### config.mk
export PLATFORM = sky130hd
export DESIGN_NAME = arrig_rem_step
export DESIGN_NICKNAME = d
export VERILOG_FILES = /design/src/design/arrig_rem_step.sv
export SDC_FILE = /design/constraint.sdc
export NUM_CORES = 1
export LEC_CHECK = 0
export BUFFER_PORTS_ARGS = -buffer_cell sky130_fd_sc_hd__buf_2
export CAP_MARGIN = 40
export CORE_UTILIZATION = 25
export CTS_BUF_LIST = sky130_fd_sc_hd__clkbuf_16
export CTS_CLUSTER_SIZE = 30
export DETAILED_ROUTE_END_ITERATION = 16
export HOLD_SLACK_MARGIN = 0.12
export PLACE_DENSITY = 0.51
export SYNTH_ARGS = -nofsm -noshare
export SYNTH_HDL_FRONTEND = slang
export SYNTH_SLANG_ARGS = --single-unit
### constraint.sdc
create_clock -name clk_i -period 0.9 [get_ports clk_i]
set_clock_uncertainty 0.15 [all_clocks]
set_input_delay 0.09 -clock clk_i [delete_from_list [all_inputs] [get_ports clk_i]]
set_output_delay 0.09 -clock clk_i [all_outputs]
set_load 0.01 [all_outputs]
### src/design/arrig_rem_step.sv
// ----------------------------------------------------------------------------
// arrig_rem_step
// One registered bit step of the two remainder chains (shift and position).
// ----------------------------------------------------------------------------
`default_nettype none
module arrig_rem_step #(
  parameter int STEP  = 0,
  parameter int CW    = 16,
  parameter int LEN_W = 17
) (
  input  wire logic             clk_i,
  input  wire logic             rst_ni,
  input  wire logic             en_i,
  input  wire logic [LEN_W-1:0] alen_i,
  input  wire logic             valid_i,
  input  wire logic             rot_i,
  input  wire logic             neg_i,
  input  wire logic [CW-1:0]    o_i,
  input  wire logic [CW-1:0]    a_i,
  input  wire logic [CW-1:0]    i_i,
  input  wire logic [63:0]      mag_i,
  input  wire logic [LEN_W-1:0] rs_i,
  input  wire logic [LEN_W-1:0] ra_i,
  output logic                  valid_o,
  output logic                  rot_o,
  output logic                  neg_o,
  output logic [CW-1:0]         o_o,
  output logic [CW-1:0]         a_o,
  output logic [CW-1:0]         i_o,
  output logic [63:0]           mag_o,
  output logic [LEN_W-1:0]      rs_o,
  output logic [LEN_W-1:0]      ra_o
);

  localparam int BIT = 63 - STEP;

  logic             a_bit;
  logic [LEN_W:0]   ts;
  logic [LEN_W:0]   ta;
  logic [LEN_W-1:0] rs_d;
  logic [LEN_W-1:0] ra_d;
  logic             valid_q;

  always_comb begin
    a_bit = (BIT < CW) ? a_i[BIT % CW] : 1'b0;
    ts = {rs_i, mag_i[BIT]};
    ta = {ra_i, a_bit};
    if (ts >= {1'b0, alen_i}) begin
      ts = ts - {1'b0, alen_i};
    end
    if (ta >= {1'b0, alen_i}) begin
      ta = ta - {1'b0, alen_i};
    end
    rs_d = ts[LEN_W-1:0];
    ra_d = ta[LEN_W-1:0];
  end

  always_ff @(posedge clk_i or negedge rst_ni) begin
    if (!rst_ni) begin
      valid_q <= 1'b0;
    end else if (en_i) begin
      valid_q <= valid_i;
    end
  end

  always_ff @(posedge clk_i) begin
    if (en_i) begin
      rot_o <= rot_i;
      neg_o <= neg_i;
      o_o   <= o_i;
      a_o   <= a_i;
      i_o   <= i_i;
      mag_o <= mag_i;
      rs_o  <= rs_d;
      ra_o  <= ra_d;
    end
  end

  assign valid_o = valid_q;

endmodule
`default_nettype wire

==> results.cfg, run 1 <==
[critical_path]
cp_data_required_time_ps = 920
worstSetupEndpointType = flop
cp.arrival_ps = 2250
crit_top_cell = a31oi_4
crit_family = compound AO/OA/AOI/OAI gates
path_max_fanout = 4
critPathKind = in2reg
worst-path-buf-inv = 4
cp_cell_sequence = buf_12, inv_12, ha_4, inv_2, fa_2, a21o_1, a221oi_4, a31oi_4, a31oi_4, o211ai_4, clkbuf_16, mux2_4
cpPeakStageDelay_ps = 330
start_kind = input pin
crit_slowest_cell = fa_2

[yosys]
synth-adder-area-share_pct = 7.10
synth_xor_area_share_pct = 3.61
ys_types = 48
synth_ff_type = edfxtp_1
synthCells = 436
synthArstFlopShare_pct = 0.671
yosys.area.top_type = edfxtp_1
synth-compound-area-share_pct = 9.32
ys_seq_area_share_pct = 68.2
yosys-top-cells-area = edfxtp_1 (68%), ha_1 (6.5%), a21oi_1 (2.9%), xnor2_1 (2.7%), mux2_1 (2.1%)
syn_nets = 641
avgSynthCellArea_um2 = 15.0
synth-edff-count = 148
synthesis.area_mm2 = 0.00655
synth_top_family_by_area = compound AO/OA/AOI/OAI gates
yosysWarnings = 0
synth_mux_area_share_pct = 4.28
yosys.area_share.simple_pct = 5.59
synth.top_cell.area_share_pct = 67.8
ys_seq_elements = 149

[floorplan]
initial_utilization_pct = 25.7
die_area_mm2 = 0.0269
io_pins = 318
die_y_um = 164
num_rows = 58
die_width_um = 164
core_area_mm2 = 0.0255

[clocking]
clock_path_buffers = 2
htreeDepth = 4
cts_tree = yes
cts-root-buf = clkbuf_16
cts.clk_slew.worst_paths_ps = 70
insertion_delay_ps = 420
clock_sinks = 149
cts_made_buffers = 17
ctsHoldBuffers = 122

[cells_and_area]
final_area_mm2 = 0.0119
drive_gt1_share_pct = 53.9
nNetsFinal = 1234
area_growth_pct = 81.7

[global_route]
grt_pass1_vias = 5957
grt_max_degree = 42
antenna_found_initial = 2
gr-total-overflow = 0
grt_usage_pct = 15.6
grt_pass1_wl_mm = 31.2

[timing]
fin_crit_ps = 2230
timing.final.max_slew_violations = 0
fin_setup_tns_ps = -83500
rsz0062_at_grt = yes
fin_crit_sh_pct = 248
fin_ws_ps = -1330
timing.hold.ws_ps = -193
slew-limit-headroom_pct = 68.9
worst_slew_pin_slew_ps = 461
timing.fmax_mhz = 448
hold_viol = 40
setup_viol = 183

[power]
power_leakage_uw = 0.00530
p_per_area_mw_per_mm2 = 1740
vdd_drop_max_v = 0.000971

[placed_design]
place_area_mm2 = 0.00966
io_buffers = 317
gp_congestion = 0.791
dp_hpwl_mm = 16.0

[route]
vias = 5769
drt_wl_total_mm = 21.6
drcViolationCount = 0
avgViaCountPerCell = 4.20
drt_pass1_iterations = 4
wire_per_inst_um = 15.7
final_antenna_net_count = 0
drtIter0Drc = 240

[status]
outcome = finished, violations left
failed_checks = hold timing, setup timing

[worst_hold_path]
hp-class = in2reg

[run]
maxCapViolCount = 0
cells in the final DEF, fill, tap and decap left out, types with 4 or more instances in the layout:
cell	n
a21o_1	7
a21oi_1	32
a21oi_2	4
and2_1	4
buf_12	6
buf_2	309
buf_4	127
buf_6	12
clkbuf_16	19
clkinv_8	5
dlygate4sd3_1	121
edfxtp_1	148
ha_1	28
ha_4	5
inv_1	18
inv_2	5
inv_6	4
mux2_2	4
mux2_4	20
nand2_1	19
nand2b_1	7
nand4_1	6
nor2_1	19
nor2_2	10
o2111ai_1	4
o21ai_0	9
xnor2_1	20
xor2_1	7
cells in the mapped netlist, types with 2 or more instances:
cell	count
a211oi_1	5
a21o_1	7
a21oi_1	38
a31oi_1	5
and2_1	4
clkbuf_1	2
edfxtp_1	148
fa_1	2
ha_1	34
inv_1	25
mux2_1	12
mux2_2	12
nand2_1	19
nand2b_1	8
nand3_1	2
nand4_1	6
nor2_1	31
nor2b_1	3
nor3_1	3
o2111ai_1	4
o211ai_1	3
o21ai_0	10
o21bai_1	2
o221a_2	2
xnor2_1	20
xor2_1	7
where the power goes:
group	total, uW	switching [uW]	internal [uW]
Sequential	8600	170	8430
Combinational	4900	2200	2700
Clock	7200	3460	3750
per-stage QoR:
stage	hold WS, ps	utilization (%)	instances	setup WS [ps]	power, uW
4_1_cts	-206	46.1	1370	-1300	20900
3_3_place_gp	-285	37.9	1207	-1810	12900
5_1_grt	-202	46.7	1373	-1390	21700
6_report	-193	46.8	1374	-1330	20700
3_5_place_dp	-284	37.9	1207	-1900	12900
2_1_floorplan	-356	-	436	-1560	10600
flip-flops by register name, indices dropped and copies added, names as in the netlist:
signal	flops
a_o	16
i_o	16
mag_o	64
neg_o	1
o_o	16
ra_o	17
rot_o	1
rs_o	17
valid_o	1
final timing paths:
path	startpoint	end	slack [ps]	cells past startpoint
max	mag_i[63]	rs_o[16]	-1330	12
min	en_i	mag_o[23]	-190	1
max reg2reg	valid_o	valid_o	10	1
min reg2reg	valid_o	valid_o	360	1
max in group asynchronous	rst_ni	valid_o	130	3
min in group asynchronous	rst_ni	valid_o	360	3
final cells by class:
| cell class | instances | area, um2 |
|---|---|---|
| fillers | 2321 | 13600 |
| flip-flops and latches | 149 | 4470 |
| inverters | 25 | 109 |
| well taps | 330 | 413 |
| multi-input cells | 257 | 2270 |
| clock inverters | 15 | 175 |
| clock buffers | 17 | 425 |
| diodes | 2 | 5.00 |
| repair buffers | 579 | 4050 |
logic make-up (layout without fill, tap and decap cells):
kind of cell	Yosys count	after routing
buffers and inverters	30	636
DFF	149	149
AOI/OAI and AO/OA	90	90
muxes	25	25
xor gates and xnor gates	27	27
adders and majority gates	36	36
and+or+nand+nor	79	79
other	0	2
per-layer routing:
layer	track usage [%]	up-vias	share of wire, %
li1	-	2861	-
met1	17.5	2699	41
met2	29.2	195	52
met3	3.61	14	5.8
met4	4.12	0	1.1
met5	0	-	0
timing repair:
item                                    in CTS  in global routing
hold endpoints to repair                   298                179
setup buffers                                8                  1
resized for setup                           34                 38
endpoints found under the setup margin     183                184
gates cloned                                 1                  2
pin swaps                                   17                 20
No activity file was read; power rests on OpenSTA's default activity.
==> inputs of run 2 (changes only) <==
--- a/config.mk
+++ b/config.mk
@@ -7,6 +7,7 @@
 export LEC_CHECK = 0
 export BUFFER_PORTS_ARGS = -buffer_cell sky130_fd_sc_hd__buf_2
 export CAP_MARGIN = 40
+export CORE_MARGIN = 3
 export CORE_UTILIZATION = 25
 export CTS_BUF_LIST = sky130_fd_sc_hd__clkbuf_16
 export CTS_CLUSTER_SIZE = 30
==> results.cfg, run 2 (synthesis gave the netlist of run 1 again) <==
[status]
outcome = finished, violations left
failed_checks = hold timing, setup timing

[critical_path]
crit_slowest_cell = fa_2
r2r_start = valid_o
cp_cell_sequence = buf_12, inv_12, ha_4, inv_2, fa_2, a21o_1, a221oi_4, a31oi_4, a31oi_4, o211ai_2, buf_6, mux2_1
reg2reg_depth = 1
start_kind = input pin
crit_top_cell = a31oi_4
critPathKind = in2reg
worst-path-buf-inv = 4
crit_family = compound AO/OA/AOI/OAI gates
cpPeakStageDelay_ps = 330
path_max_fanout = 8
cp_data_required_time_ps = 910
timing.rr.end = valid_o
rrSetupSlack_ps = -30
cp.arrival_ps = 2200
worstSetupEndpointType = flop

[worst_hold_path]
holdPathStages = 2
holdCritStartpoint = ra_i[14]
hp-class = in2reg
whs_endpoint = ra_o[15]

[route]
avgViaCountPerCell = 4.24
vias = 5834
wire_per_inst_um = 16.2
drtIter0Drc = 244
drcViolationCount = 0
drt_wl_total_mm = 22.3
final_antenna_net_count = 0
drt_pass1_iterations = 4

[global_route]
gr-total-overflow = 0
grt_max_degree = 29
grt_pass1_wl_mm = 33.3
antenna_found_initial = 2
grt_usage_pct = 15.3
grt_pass1_vias = 6082

[floorplan]
num_rows = 58
die_y_um = 168
io_pins = 318
die_area_mm2 = 0.0282
core_area_mm2 = 0.0255
die_width_um = 168
initial_utilization_pct = 25.7

[placed_design]
dp_hpwl_mm = 16.7
gp_congestion = 0.815
io_buffers = 317
place_area_mm2 = 0.00968
dpl.cell_count = 1209
dp_slack_ps = -1880

[clocking]
clock_sinks = 149
insertion_delay_ps = 420
htreeDepth = 4
ctsHoldBuffers = 121
cts-root-buf = clkbuf_16
cts_made_buffers = 17
clock_path_buffers = 2
cts_tree = yes
cts.clk_slew.worst_paths_ps = 70

[timing]
rsz0062_at_grt = yes
slew-limit-headroom_pct = 74.6
hold_viol = 28
timing.fmax_mhz = 455
worst_slew_pin_slew_ps = 376
setup_viol = 185
timing.hold.ws_ps = -161
fin_crit_ps = 2200
fin_ws_ps = -1300
timing.final.max_slew_violations = 0
fin_crit_sh_pct = 244

[cells_and_area]
ff_latch_area_mm2 = 0.00447
multi_input_area_mm2 = 0.00228
reg.largest.list = mag_o (64), ra_o (17), rs_o (17)
largest_reg_flops = 64
finalNonFillerCells = 1375
drive_gt1_share_pct = 54.4
final_cell_mix = buf_2 (311), edfxtp_1 (148), buf_4 (130)
fillers = 2338
nNetsFinal = 1236
regMostFlops = mag_o
final_area_mm2 = 0.0119
final_common_cell = buf_2
area_growth_pct = 81.7

[run]
maxCapViolCount = 0

[power]
vdd_drop_max_v = 0.00102
power_leakage_uw = 0.00528
p_per_area_mw_per_mm2 = 1740
p_total_uw = 20700
[run 2: area by class of cell]
| type | count | share of cell area, % |
|---|---|---|
| inverter | 25 | 0.914 |
| multi-input combinational | 257 | 19.2 |
| timing repair buffer | 581 | 33.8 |
| tap | 330 | 3.47 |
| sequential | 149 | 37.5 |
| clock buffer | 17 | 3.57 |
| clock inverter | 15 | 1.48 |
| antenna | 1 | 0.0210 |
[run 2: how the worst max path moves through the flow]
stage,startpoint,cells after the start,to
2_1_floorplan,mag_i[63],11,rs_o[16]
4_1_cts,mag_i[63],12,rs_o[16]
3_3_place_gp,mag_i[63],12,rs_o[1]
5_1_grt,mag_i[63],12,rs_o[6]
3_5_place_dp,mag_i[63],12,rs_o[8]
6_report,mag_i[63],12,rs_o[8]
[run 2: per-layer routing]
layer | routed length (um) | vias up | GRT usage, %
li1 | - | 2852 | -
met1 | 9070 | 2737 | 18.2
met2 | 11300 | 216 | 27.1
met3 | 1440 | 27 | 3.90
met4 | 471 | 2 | 4.91
met5 | 13 | - | 0
[run 2: where the power goes]
part / switching [uW] / total [uW] / internal [uW]
combinational: 2230 / 4920 / 2690
clock: 3460 / 7220 / 3770
sequential: 169 / 8600 / 8430
total: 5860 / 20700 / 14900
[run 2: metrics by stage]
| step | hold WS [ps] | setup TNS (ps) | util [%] |
|---|---|---|---|
| 2_1_floorplan | -356 | -49790 | - |
| 3_3_place_gp | -284 | -68970 | 38.0 |
| 3_5_place_dp | -283 | -70860 | 38.0 |
| 4_1_cts | -191 | -84770 | 46.1 |
| 5_1_grt | -182 | -90630 | 46.8 |
| 6_report | -161 | -80560 | 46.8 |
[run 2: repair_timing]
action | 4_1_cts | 5_1_grt
setup endpoints to repair | 183 | 184
gates cloned | 1 | 0
gates resized for setup | 42 | 34
setup buffers | 11 | 2
pin swaps | 17 | 10
endpoints found under the hold margin | 298 | 179
